--- src/rtl/ucp_pkg.sv ---
// shared types, codes and character helpers for the framed command parser
// used by ucp_front, ucp_queue, ucp_back and uart_framed_command_parser
// no dependencies
package ucp_pkg;

	// default line buffer size in bytes, one less is usable
	localparam int LINE_BYTES_DEF = 40;

	// reply queue between front and back, depth must be a power of two
	localparam int QDEPTH = 2;
	localparam int QPTR_W = $clog2(QDEPTH);
	localparam int QCNT_W = $clog2(QDEPTH + 1);

	// characters
	localparam logic [7:0] CH_CR    = 8'h0D;
	localparam logic [7:0] CH_LF    = 8'h0A;
	localparam logic [7:0] CH_NUL   = 8'h00;
	localparam logic [7:0] CH_STAR  = 8'h2A;
	localparam logic [7:0] CH_COMMA = 8'h2C;
	localparam logic [7:0] CH_QUERY = 8'h3F;
	localparam logic [7:0] CH_BANG  = 8'h21;
	localparam logic [7:0] CH_C     = 8'h43;
	localparam logic [7:0] CH_X     = 8'h58;
	localparam logic [7:0] CH_ONE   = 8'h31;
	localparam logic [7:0] CH_O     = 8'h4F;
	localparam logic [7:0] CH_K     = 8'h4B;
	localparam logic [7:0] CH_E     = 8'h45;
	localparam logic [7:0] CH_R     = 8'h52;

	// crc-8 generator polynomial
	localparam logic [7:0] CRC_POLY = 8'h07;

	typedef enum logic [1:0] {
		ST_QUERY  = 2'd0,
		ST_ACCEPT = 2'd1,
		ST_FORMAT = 2'd2,
		ST_CHECK  = 2'd3
	} status_t;

	typedef enum logic [2:0] {
		PH_PREFIX = 3'd0,
		PH_FIRST  = 3'd1,
		PH_SECOND = 3'd2,
		PH_CHECK  = 3'd3,
		PH_REJECT = 3'd4
	} phase_t;

	// one classified line waiting for its reply
	typedef struct packed {
		status_t     status;
		logic [31:0] first;
		logic [31:0] second;
	} reply_t;

	// queue occupancy seen by both sides
	typedef struct packed {
		logic full;
		logic empty;
	} qstat_t;

	typedef struct packed {
		logic       ok;
		logic [3:0] val;
	} hex_t;

	function automatic hex_t hex_digit(input logic [7:0] b);
		hex_t h;
		h.ok  = 1'b1;
		h.val = 4'd0;
		if (b inside {[8'h30:8'h39]}) begin
			h.val = 4'(b - 8'h30);
		end else if (b inside {[8'h61:8'h66]}) begin
			h.val = 4'(b - 8'h57);
		end else if (b inside {[8'h41:8'h46]}) begin
			h.val = 4'(b - 8'h37);
		end else begin
			h.ok = 1'b0;
		end
		return h;
	endfunction

	// one byte of crc-8, msb first, eight shift steps
	function automatic logic [7:0] crc8_byte(input logic [7:0] crc, input logic [7:0] b);
		logic [7:0] v;
		v = crc ^ b;
		for (int i = 0; i < 8; i++) begin
			if (v[7]) begin
				v = {v[6:0], 1'b0} ^ CRC_POLY;
			end else begin
				v = {v[6:0], 1'b0};
			end
		end
		return v;
	endfunction

	function automatic logic [7:0] frame_head(input logic [1:0] pos);
		logic [7:0] c;
		case (pos)
			2'd0: c = CH_C;
			2'd1: c = CH_X;
			2'd2: c = CH_ONE;
			default: c = CH_COMMA;
		endcase
		return c;
	endfunction

	function automatic logic [7:0] query_head(input logic [1:0] pos);
		logic [7:0] c;
		case (pos)
			2'd0: c = CH_C;
			2'd1: c = CH_X;
			2'd2: c = CH_ONE;
			default: c = CH_QUERY;
		endcase
		return c;
	endfunction

	// character at position idx of the reply text for a status
	function automatic logic [7:0] reply_char(input status_t st, input logic [2:0] idx);
		logic [7:0] c;
		case (idx)
			3'd0: c = CH_C;
			3'd1: c = CH_X;
			3'd2: c = CH_ONE;
			3'd3: c = (st == ST_QUERY) ? CH_BANG : CH_COMMA;
			3'd4: begin
				case (st)
					ST_QUERY:  c = CH_LF;
					ST_ACCEPT: c = CH_O;
					default:   c = CH_E;
				endcase
			end
			3'd5: c = (st == ST_ACCEPT) ? CH_K : CH_R;
			3'd6: c = (st == ST_ACCEPT) ? CH_LF : CH_R;
			default: c = CH_LF;
		endcase
		return c;
	endfunction

	function automatic logic reply_last(input status_t st, input logic [2:0] idx);
		logic l;
		case (st)
			ST_QUERY:  l = (idx == 3'd4);
			ST_ACCEPT: l = (idx == 3'd6);
			default:   l = (idx == 3'd7);
		endcase
		return l;
	endfunction

endpackage

--- src/rtl/ucp_front.sv ---
// front end: takes received bytes, tracks the line parse, classifies on newline
// depends on ucp_pkg
module ucp_front #(
	parameter int LINE_BYTES = ucp_pkg::LINE_BYTES_DEF
) (
	input  logic            clk,
	input  logic            arst_n,
	input  logic            rx_valid,
	output logic            rx_stall,
	input  logic [7:0]      rx_byte,
	input  ucp_pkg::qstat_t qstat,
	output logic            push,
	output ucp_pkg::reply_t push_entry
);

	localparam int LEN_W = $clog2(LINE_BYTES);
	localparam logic [LEN_W-1:0] LEN_MAX = LEN_W'(LINE_BYTES - 1);

	ucp_pkg::phase_t phase_q, phase_d;
	logic [LEN_W-1:0] len_q, len_d;
	logic [7:0]  crc_q, crc_d;
	logic        qm_q, qm_d;
	logic [31:0] acc1_q, acc1_d;
	logic [31:0] acc2_q, acc2_d;
	logic [7:0]  rc_q, rc_d;
	logic [1:0]  das_q, das_d;
	logic        fe_q, fe_d;
	logic        cde_q, cde_d;
	logic        te_q, te_d;

	logic           accept;
	logic [1:0]     pos;
	ucp_pkg::hex_t  hx;

	assign rx_stall = qstat.full;
	assign accept   = rx_valid && !rx_stall;
	assign pos      = len_q[1:0];
	assign hx       = ucp_pkg::hex_digit(rx_byte);

	// classify the finished line
	always_comb begin
		push_entry.first  = 32'd0;
		push_entry.second = 32'd0;
		if (qm_q && phase_q != ucp_pkg::PH_PREFIX) begin
			push_entry.status = ucp_pkg::ST_QUERY;
		end else if (phase_q != ucp_pkg::PH_CHECK || das_q != 2'd2) begin
			push_entry.status = ucp_pkg::ST_FORMAT;
		end else if (cde_q || crc_q != rc_q) begin
			push_entry.status = ucp_pkg::ST_CHECK;
		end else if (fe_q) begin
			push_entry.status = ucp_pkg::ST_FORMAT;
		end else begin
			push_entry.status = ucp_pkg::ST_ACCEPT;
			push_entry.first  = acc1_q;
			push_entry.second = acc2_q;
		end
	end

	// next parse state for an accepted byte
	always_comb begin
		phase_d = phase_q;
		len_d   = len_q;
		crc_d   = crc_q;
		qm_d    = qm_q;
		acc1_d  = acc1_q;
		acc2_d  = acc2_q;
		rc_d    = rc_q;
		das_d   = das_q;
		fe_d    = fe_q;
		cde_d   = cde_q;
		te_d    = te_q;
		push    = 1'b0;
		if (accept && rx_byte != ucp_pkg::CH_CR) begin
			if (rx_byte != ucp_pkg::CH_LF && len_q < LEN_MAX) begin
				len_d = len_q + 1'b1;
				if (!te_q) begin
					if (rx_byte == ucp_pkg::CH_NUL) begin
						te_d = 1'b1;
					end else begin
						case (phase_q)
							ucp_pkg::PH_PREFIX: begin
								crc_d = ucp_pkg::crc8_byte(crc_q, rx_byte);
								if (rx_byte != ucp_pkg::query_head(pos)) qm_d = 1'b0;
								if (rx_byte != ucp_pkg::frame_head(pos)) begin
									phase_d = ucp_pkg::PH_REJECT;
								end else if (pos == 2'd3) begin
									phase_d = ucp_pkg::PH_FIRST;
								end
							end
							ucp_pkg::PH_FIRST: begin
								qm_d = 1'b0;
								if (rx_byte == ucp_pkg::CH_STAR) begin
									fe_d    = 1'b1;
									phase_d = ucp_pkg::PH_CHECK;
								end else begin
									crc_d = ucp_pkg::crc8_byte(crc_q, rx_byte);
									if (rx_byte == ucp_pkg::CH_COMMA) begin
										phase_d = ucp_pkg::PH_SECOND;
									end else if (!hx.ok || acc1_q[31:28] != 4'd0) begin
										fe_d = 1'b1;
									end else begin
										acc1_d = {acc1_q[27:0], hx.val};
									end
								end
							end
							ucp_pkg::PH_SECOND: begin
								qm_d = 1'b0;
								if (rx_byte == ucp_pkg::CH_STAR) begin
									phase_d = ucp_pkg::PH_CHECK;
								end else begin
									crc_d = ucp_pkg::crc8_byte(crc_q, rx_byte);
									if (!hx.ok || acc2_q[31:28] != 4'd0) begin
										fe_d = 1'b1;
									end else begin
										acc2_d = {acc2_q[27:0], hx.val};
									end
								end
							end
							ucp_pkg::PH_CHECK: begin
								qm_d = 1'b0;
								if (das_q < 2'd2) begin
									if (!hx.ok) cde_d = 1'b1;
									else rc_d = {rc_q[3:0], hx.val};
								end
								if (das_q != 2'd3) das_d = das_q + 2'd1;
							end
							default: begin
								qm_d = 1'b0;
							end
						endcase
					end
				end
			end else begin
				// newline or overflow: start a fresh line
				push    = (rx_byte == ucp_pkg::CH_LF) && (len_q != '0);
				phase_d = ucp_pkg::PH_PREFIX;
				len_d   = '0;
				crc_d   = 8'd0;
				qm_d    = 1'b1;
				acc1_d  = 32'd0;
				acc2_d  = 32'd0;
				rc_d    = 8'd0;
				das_d   = 2'd0;
				fe_d    = 1'b0;
				cde_d   = 1'b0;
				te_d    = 1'b0;
			end
		end
	end

	// parse state registers
	always_ff @(posedge clk or negedge arst_n) begin
		if (!arst_n) begin
			phase_q <= ucp_pkg::PH_PREFIX;
			len_q   <= '0;
			crc_q   <= 8'd0;
			qm_q    <= 1'b1;
			acc1_q  <= 32'd0;
			acc2_q  <= 32'd0;
			rc_q    <= 8'd0;
			das_q   <= 2'd0;
			fe_q    <= 1'b0;
			cde_q   <= 1'b0;
			te_q    <= 1'b0;
		end else begin
			phase_q <= phase_d;
			len_q   <= len_d;
			crc_q   <= crc_d;
			qm_q    <= qm_d;
			acc1_q  <= acc1_d;
			acc2_q  <= acc2_d;
			rc_q    <= rc_d;
			das_q   <= das_d;
			fe_q    <= fe_d;
			cde_q   <= cde_d;
			te_q    <= te_d;
		end
	end

endmodule

--- src/rtl/ucp_queue.sv ---
// short reply queue between the parse front and the reply back end
// depends on ucp_pkg
module ucp_queue (
	input  logic            clk,
	input  logic            arst_n,
	input  logic            push,
	input  ucp_pkg::reply_t push_entry,
	input  logic            pop,
	output ucp_pkg::reply_t head,
	output ucp_pkg::qstat_t qstat
);

	ucp_pkg::reply_t mem_q [ucp_pkg::QDEPTH];
	logic [ucp_pkg::QPTR_W-1:0] wr_q, rd_q;
	logic [ucp_pkg::QCNT_W-1:0] cnt_q;

	assign qstat.full  = (cnt_q == ucp_pkg::QCNT_W'(ucp_pkg::QDEPTH));
	assign qstat.empty = (cnt_q == '0);
	assign head        = mem_q[rd_q];

	// entry storage
	always_ff @(posedge clk) begin
		if (push) mem_q[wr_q] <= push_entry;
	end

	// pointers and fill count
	always_ff @(posedge clk or negedge arst_n) begin
		if (!arst_n) begin
			wr_q  <= '0;
			rd_q  <= '0;
			cnt_q <= '0;
		end else begin
			if (push) wr_q <= wr_q + 1'b1;
			if (pop) rd_q <= rd_q + 1'b1;
			case ({push, pop})
				2'b10:   cnt_q <= cnt_q + 1'b1;
				2'b01:   cnt_q <= cnt_q - 1'b1;
				default: cnt_q <= cnt_q;
			endcase
		end
	end

endmodule

--- src/rtl/ucp_back.sv ---
// back end: spells out the reply text of the head entry, one character per item
// depends on ucp_pkg
module ucp_back (
	input  logic            clk,
	input  logic            arst_n,
	input  ucp_pkg::qstat_t qstat,
	input  ucp_pkg::reply_t head,
	output logic            pop,
	output logic            reply_valid,
	input  logic            reply_stall,
	output logic [7:0]      reply_byte,
	output logic            last_byte,
	output logic [1:0]      status,
	output logic            store_values,
	output logic [31:0]     first_value,
	output logic [31:0]     second_value
);

	logic [2:0] idx_q;
	logic       valid_q;
	logic       load;
	logic       last;

	assign load        = !qstat.empty && (!valid_q || !reply_stall);
	assign last        = ucp_pkg::reply_last(head.status, idx_q);
	assign pop         = load && last;
	assign reply_valid = valid_q;

	// character index and output valid
	always_ff @(posedge clk or negedge arst_n) begin
		if (!arst_n) begin
			idx_q   <= 3'd0;
			valid_q <= 1'b0;
		end else begin
			if (load) begin
				idx_q   <= last ? 3'd0 : idx_q + 3'd1;
				valid_q <= 1'b1;
			end else if (!reply_stall) begin
				valid_q <= 1'b0;
			end
		end
	end

	// output payload register
	always_ff @(posedge clk) begin
		if (load) begin
			reply_byte   <= ucp_pkg::reply_char(head.status, idx_q);
			last_byte    <= last;
			status       <= head.status;
			store_values <= (head.status == ucp_pkg::ST_ACCEPT) && (idx_q == 3'd0);
			first_value  <= head.first;
			second_value <= head.second;
		end
	end

endmodule

--- src/rtl/uart_framed_command_parser.sv ---
// Framed command parser: one received byte per cycle in, reply characters out.
// A newline result enters the reply queue on the cycle after the byte; the reply
// characters (5 to 8) are registered from the head, one per cycle unless stalled.
// Bytes are taken every cycle until the two-entry reply queue is full.
// Reset (arst_n low, asynchronous) clears the line parse, queue and output valid.
module uart_framed_command_parser #(
	parameter int LINE_BYTES = ucp_pkg::LINE_BYTES_DEF
) (
	input  logic        clk,
	input  logic        arst_n,
	input  logic        rx_valid,
	output logic        rx_stall,
	input  logic [7:0]  rx_byte,
	output logic        reply_valid,
	input  logic        reply_stall,
	output logic [7:0]  reply_byte,
	output logic        last_byte,
	output logic [1:0]  status,
	output logic        store_values,
	output logic [31:0] first_value,
	output logic [31:0] second_value
);

	ucp_pkg::qstat_t qstat;
	ucp_pkg::reply_t push_entry;
	ucp_pkg::reply_t head;
	logic            push;
	logic            pop;

	// line parse and classification
	ucp_front #(
		.LINE_BYTES(LINE_BYTES)
	) u_front (
		.clk        (clk),
		.arst_n     (arst_n),
		.rx_valid   (rx_valid),
		.rx_stall   (rx_stall),
		.rx_byte    (rx_byte),
		.qstat      (qstat),
		.push       (push),
		.push_entry (push_entry)
	);

	// pending replies
	ucp_queue u_queue (
		.clk        (clk),
		.arst_n     (arst_n),
		.push       (push),
		.push_entry (push_entry),
		.pop        (pop),
		.head       (head),
		.qstat      (qstat)
	);

	// reply text generation
	ucp_back u_back (
		.clk          (clk),
		.arst_n       (arst_n),
		.qstat        (qstat),
		.head         (head),
		.pop          (pop),
		.reply_valid  (reply_valid),
		.reply_stall  (reply_stall),
		.reply_byte   (reply_byte),
		.last_byte    (last_byte),
		.status       (status),
		.store_values (store_values),
		.first_value  (first_value),
		.second_value (second_value)
	);

	// never push into a full queue
	a_no_overflow: assert property (@(posedge clk) disable iff (!arst_n)
		push |-> !qstat.full)
		else $error("reply queue pushed while full");

	// a reply keeps flowing until its newline
	a_reply_contiguous: assert property (@(posedge clk) disable iff (!arst_n)
		reply_valid && !reply_stall && !last_byte |=> reply_valid)
		else $error("gap inside a reply");

	// store flag only on accepted frames
	a_store_status: assert property (@(posedge clk) disable iff (!arst_n)
		reply_valid && store_values |-> status == ucp_pkg::ST_ACCEPT)
		else $error("store flag on a non-accepted reply");

	// values are zero unless the frame was accepted
	a_values_zero: assert property (@(posedge clk) disable iff (!arst_n)
		reply_valid && status != ucp_pkg::ST_ACCEPT |-> first_value == 32'd0
			&& second_value == 32'd0)
		else $error("values on a non-accepted reply");

endmodule
--- config.mk ---
export PLATFORM = sky130hd
export DESIGN_NAME = uart_framed_command_parser
export DESIGN_NICKNAME = d
export VERILOG_FILES = /design/src/rtl/ucp_pkg.sv /design/src/rtl/ucp_front.sv /design/src/rtl/ucp_queue.sv /design/src/rtl/ucp_back.sv /design/src/rtl/uart_framed_command_parser.sv
export SDC_FILE = /design/constraint.sdc
export NUM_CORES = 1
export LEC_CHECK = 0
export ABC_AREA = 0
export BUFFER_PORTS_ARGS = -buffer_cell sky130_fd_sc_hd__buf_2
export CAP_MARGIN = 20
export CORE_MARGIN = 2
export CORE_UTILIZATION = 48
export DETAILED_ROUTE_END_ITERATION = 10
export GPL_TIMING_DRIVEN = 0
export PLACE_DENSITY = 0.78
export SLEW_MARGIN = 0
export SYNTH_ARGS = -nofsm -noshare
export SYNTH_HDL_FRONTEND = slang
export SYNTH_SLANG_ARGS = --single-unit
--- constraint.sdc ---
create_clock -name clk -period 4.6 [get_ports clk]
set_input_delay 0.46 -clock clk [delete_from_list [all_inputs] [get_ports clk]]
set_output_delay 0.46 -clock clk [all_outputs]
set_load 0.005 [all_outputs]
Word level (Yosys, flattened, before mapping)
Memories as Yosys holds them, arrays and structs flattened.
Index checks and enable logic that the tools add are counted.
{ "word_totals": {"ff_bits": 179, "ramBits": 132, "inputBits": 12, "out_inout_bits": 78, "word_cells": 401, "mem_count": 1} }
{ "memory_table": {"columns": ["memory", "depth", "word_bits", "rd", "rd_clocked_by_memory_dff", "wr", "line", "text"], "rows": [
  ["u_queue.mem_q", 2, 66, 1, 0, 1, "ucp_queue.sv:13", "ucp_pkg::reply_t mem_q [ucp_pkg::QDEPTH];"]
]} }
{ "op_classes": {"n_addsub": 10, "order_cmp": 8, "eq_ne": 53, "mux": 243, "bitwise": 23, "n_reduce_logical": 41} }
{ "ops": {"columns": ["cell", "count"], "rows": [
  ["2-to-1 mux 8 bit", 139],
  ["2-to-1 mux 32 bit", 13],
  ["2-to-1 mux 64 bit", 4],
  ["2-to-1 mux 3 bit", 31],
  ["NOT 3 bit", 22],
  ["one-hot mux 8 bit (7 select lines)", 1],
  ["one-hot mux 7 bit (3 select lines)", 2],
  ["2-to-1 mux 1 bit", 31],
  ["inequality test 2 bit, second input constant", 14],
  ["inequality test 8 bit", 3],
  ["one-hot mux 8 bit (3 select lines)", 1],
  ["AND reduction 6 bit", 4],
  ["inequality test 4 bit, second input constant", 5],
  ["2-to-1 mux 2 bit", 9],
  ["inequality test 3 bit, second input constant", 6],
  ["== test 8 x 6 -> 1 bit, second input constant", 2],
  [">= comparator 8 x 7 -> 1 bit, second input constant", 2],
  ["less-or-equal comparator 8 x 7 -> 1 bit, second input constant", 2],
  ["2-to-1 mux 4 bit", 4],
  ["inequality test 8 x 4 -> 1 bit, second input constant", 2],
  ["one-hot mux 7 bit (2 select lines)", 1],
  ["AND reduction 7 bit", 2],
  ["== test 3 x 2 -> 1 bit, second input constant", 4],
  ["== test 3 bit, second input constant", 4],
  ["37 further kinds", 70]
]} }

Logic depth before layout (Yosys ltp)
{ "logic_depth": {"word_depth": 64, "depth_mapped": 11, "mapped_depth_nobuf": 10} }

Hierarchy
From an unflattened synthesis, not the netlist that was laid out.
{ "hier_totals": {"cells_unflattened": 932, "area_unflattened_um2": 13530.5} }
{ "modules_own_cells": {"columns": ["mod", "instances", "cells_per_inst", "area_each_um2", "seq_area_each_um2"], "rows": [
  ["ucp_front", 1, 576, 5751.8, 2378.5],
  ["ucp_queue", 1, 221, 5059.9, 4063.9],
  ["ucp_back", 1, 135, 2718.9, 2352.3]
]} }

Worst setup path after synthesis
OpenSTA, ideal clock, no wires.
{ "synth_timing": {"path_type": "in2reg", "start": "input port rx_byte[1]", "end": "memory u_queue.mem_q[0][0] (netlist name), enable pin", "setup_time_ns": 0.490, "arrival_ns": 4.506, "t_required_ns": 4.110, "slack_ns": -0.396, "path_stages": 8, "path_buffers": 2, "path_cell_list": "clkbuf_1 > inv_1 > ha_1 > nand3_1 > o211a_1 > buf_2 > nand2_1 > nor2_1"} }
{ "synth_between": {"elab_chain_cells": 6, "elab_cells_between_ends": 10, "cone_classes": "3 x eq/ne; 4 x mux; 3 x reduce/logical"} }
{ "synth_rtl": {"columns": ["element", "line", "text"], "rows": [
  ["from (decl)", "uart_framed_command_parser.sv:13", "input logic [7:0] rx_byte,"],
  ["== test 8 x 4 -> 1 bit / inequality test 8 x 4 -> 1 bit (equally long branches)", "ucp_front.sv:135, ucp_front.sv:74", null],
  ["logical AND 1 bit, on equally long branches", "ucp_front.sv:135, ucp_front.sv:74", null],
  ["2-to-1 mux 1 bit", "ucp_front.sv:74", "if (rx_byte != ucp_pkg::CH_LF && len_q < LEN_MAX) begin"],
  ["2-to-1 mux 1 bit *", "ucp_front.sv:73", "if (accept && rx_byte != ucp_pkg::CH_CR) begin"],
  ["2-to-1 mux 1 bit *", "ucp_queue.sv:23", "if (push) mem_q[wr_q] <= push_entry;"],
  ["2-to-1 mux 1 bit (implied by the code) *", "ucp_queue.sv:23", null],
  ["to (decl)", "ucp_queue.sv:13", null]
]} }
Mark *: on every way between the ends. The rest lies on a longest branch, timed or not.

Worst setup path after layout
{ "layout_timing": {"start": "input port rx_byte[1]", "end": "memory u_queue.mem_q[0][42] (netlist name), enable pin"} }
The elaborated chain is that of the path after synthesis.

==> flow_summary.json <==
{
  "synth_cells": 860,
  "max_freq_mhz": 340,
  "die_h_um": 168,
  "cts.htree.levels": 1,
  "irDropWorstVdd_mv": 0.314,
  "end_kind": "flip-flop",
  "stdcell_count": 1346,
  "grt_max_degree": 80,
  "status": "finished, final reports clean",
  "crit_arrival_ns": 3.18,
  "io_pins": 90,
  "core.rowCount": 60,
  "synth_cell_types": 73,
  "final_nets": 1013,
  "maxCapViolCount": 0,
  "grt_util_met1": 0.242,
  "cpPeakStageDelay_ns": 0.58,
  "p_leak_uw": 0.00616,
  "ys_seq_area_frac": 0.679,
  "synth_compound_area_frac": 0.0975,
  "synth_seq_cells": 310,
  "gr-usage-met3": 0.0296,
  "core-area_um2": 26700,
  "wl_mm": 24.4,
  "track_usage": 0.173,
  "syn_area_um2": 13000,
  "drive_above_1_share": 0.259,
  "cts_buffer_depth": 3,
  "die_w_um": 168,
  "syn_to_final_growth_pct": 14.8,
  "cts.clk_slew.worst_paths_ns": 0.06,
  "synthAdderAreaFrac": 0.0184,
  "maxSlewHeadroom": 0.355,
  "hold_viol": 0,
  "synth_top_family_by_area": "compound AO/OA/AOI/OAI gates",
  "hold_path.class": "in2reg",
  "first_global_vias": 7254,
  "hold_buffers": 1,
  "cp_slowest_cell": "nor2_4",
  "yosysWarnings": 0,
  "busiest_layer": "met2",
  "crit_chain": "buf_2 > clkbuf_1 > inv_1 > ha_1 > nand3_1 > o211a_1 > buf_2 > nand2_1 > nor2_4 > buf_12",
  "syn_area_per_cell_um2": 15.1,
  "period_minus_slack_ns": 2.94,
  "clkLatencyLatePin_ns": 0.55,
  "start_util": 0.485,
  "synth-xor-area-share": 0.0304,
  "drc_errors": 0,
  "use_met2": 0.280,
  "async_reset_ff_frac": 0.332,
  "setup_viol": 0,
  "cts_setup_buffers": 0,
  "portBuffers": 85,
  "synthMuxAreaShare": 0.0604,
  "routedWlPerCell_um": 18.1,
  "place_inst": 1291,
  "via_per_inst": 5.48,
  "antenna_found_initial": 0,
  "ys.flop_type": "edfxtp_1",
  "vias": 7380,
  "grt_pass1_wl_mm": 39.0,
  "finalWeightedCongestion": 0.914,
  "crit_type": "in2reg",
  "dp_hpwl_mm": 16.5,
  "antenna-diode-count": 0,
  "cts_tree": "done",
  "worst_path_most_repeated_cell": "buf_2",
  "synth_nets": 891,
  "min_period_over_period": 0.640,
  "grt-ovfl-total": 0,
  "synthSimpleGateAreaFrac": 0.0873,
  "drtIter0Drc": 546,
  "root_buffer": "clkbuf_16",
  "maxSlewViolCount": 0,
  "worst_slew_pin_slew_ns": 0.968,
  "fin_skew_ns": 0.0152,
  "most-common-layout-cells": "edfxtp_1 (207), dfrtp_1 (102), buf_2 (91)",
  "whs_ns": 0.152,
  "rsz0062_at_grt": "false",
  "cellPowerDensity_nw_per_um2": 507,
  "worstPathMaxFanout": 31,
  "critical_path.startpoint_type": "primary input",
  "synth_edf_count": 207,
  "worstPathRequired_ns": 4.83,
  "path_buf_inv": 5,
  "cts_inserted_buffers": 29,
  "clock-sinks": 310,
  "cts_resized": 0,
  "ant_nets": 0,
  "final_common_cell": "edfxtp_1",
  "dr.pass1.iters": 5,
  "fp.dieArea_um2": 28300,
  "path_delay_family": "buffers and inverters"
}
==> cell usage after synthesis (all sizes together) (2+ instances only) <==
cell / count / area, um^2
a21o: 4 / 30.0
a21oi: 24 / 150
a22o: 63 / 552
a2bb2oi: 2 / 41.3
a31oi: 5 / 31.3
and2: 71 / 449
and3: 3 / 18.8
and4: 3 / 26.3
buf: 22 / 204
clkbuf: 20 / 83.8
dfrtp: 102 / 2550
edfxtp: 207 / 6220
ha: 19 / 238
inv: 16 / 60.1
mux2: 65 / 732
mux2i: 5 / 50.1
nand2: 45 / 169
nand2b: 6 / 37.5
nand3: 7 / 35.0
nand4: 8 / 56.3
nand4b: 3 / 26.3
nor2: 26 / 105
nor2b: 3 / 18.8
nor3: 6 / 40.0
nor4: 4 / 25.0
nor4b: 3 / 32.5
o211ai: 2 / 20.0
o21ai: 26 / 164
o21bai: 2 / 15.0
o221ai: 2 / 17.5
o22ai: 4 / 25.0
o2bb2ai: 8 / 70.1
o31ai: 7 / 57.6
or3: 2 / 12.5
or3b: 2 / 17.5
or4: 3 / 33.8
xnor2: 33 / 289
xor2: 12 / 105
==> path summary, 6_finish.rpt <==
path,startpoint,slack (ns),cells past startpoint,end
max,rx_byte[1],1.66,10,u_queue.mem_q[0][42]
min in group asynchronous,arst_n,0.45,2,u_front.crc_q[6]
max reg2reg,u_front.crc_q[0],1.87,7,u_queue.mem_q[1][23]
min reg2reg,u_front.qm_q,0.50,2,u_front.qm_q
min,reply_stall,0.15,3,u_back.reply_valid
max in group asynchronous,arst_n,3.42,3,u_front.acc1_q[6]
==> layout make-up <==
class / instances / area (um^2)
Inverter: 16 / 62.6
Clock buffer: 45 / 857
Tap cell: 341 / 427
Fill cell: 2097 / 11900
Multi-Input combinational cell: 492 / 3830
Sequential cell: 310 / 8790
Timing Repair Buffer: 91 / 561
Clock inverter: 9 / 58.8
Buffer: 42 / 288
==> worst register-to-register path, cell delays in order (launching register included) <==
cell	delay, ns
dfrtp_1	0.42
xnor2_1	0.18
nand4_1	0.13
nor4_1	0.42
or3b_1	0.42
nor2_2	0.47
clkbuf_2	0.32
and2_1	0.22
==> logic make-up after synthesis <==
family | Yosys count
DFF | 310
and+or+nand+nor | 198
AOI/OAI and AO/OA | 159
muxes | 70
buffers and inverters | 58
xor gates and xnor gates | 45
adders and majority gates | 19
other | 1
==> flip-flops by register name, indices dropped and copies added (netlist names), 2 cells and up <==
name	cells
u_back.first_value	32
u_back.idx_q	3
u_back.reply_byte	7
u_back.second_value	32
u_back.status	2
u_front.acc1_q	32
u_front.acc2_q	32
u_front.crc_q	8
u_front.das_q	2
u_front.len_q	6
u_front.phase_q	3
u_front.rc_q	8
u_queue.cnt_q	2
u_queue.mem_q	132
==> layer usage <==
metal | share of wire | routed length (um)
met4 | 0.021 | 502
met5 | 0 | 0
met3 | 0.054 | 1320
met1 | 0.45 | 11000
met2 | 0.47 | 11600
==> report_power, final <==
part	total, uW	internal (uW)	switching [uW]	leakage, uW
Clock	2260	1290	977	0.000450
Sequential	3650	3450	207	0.00361
Combinational	1630	678	950	0.00210
Total	7540	5410	2130	0.00616
==> stage by stage <==
step / area (um^2) / power (uW) / TNS, ns / util / worst slack, ns
after floorplan: 13000 / 4760 / -52.31 / - / -0.396
after global placement: 13800 / 5280 / -330.26 / 0.517 / -2.51
after detailed placement: 13900 / 5350 / 0 / 0.522 / 1.08
after CTS: 14900 / 7620 / 0 / 0.557 / 1.66
after global routing: 14900 / 7920 / 0 / 0.557 / 1.45
final: 14900 / 7540 / 0 / 0.557 / 1.66
Power figures use the tool's default switching activity.
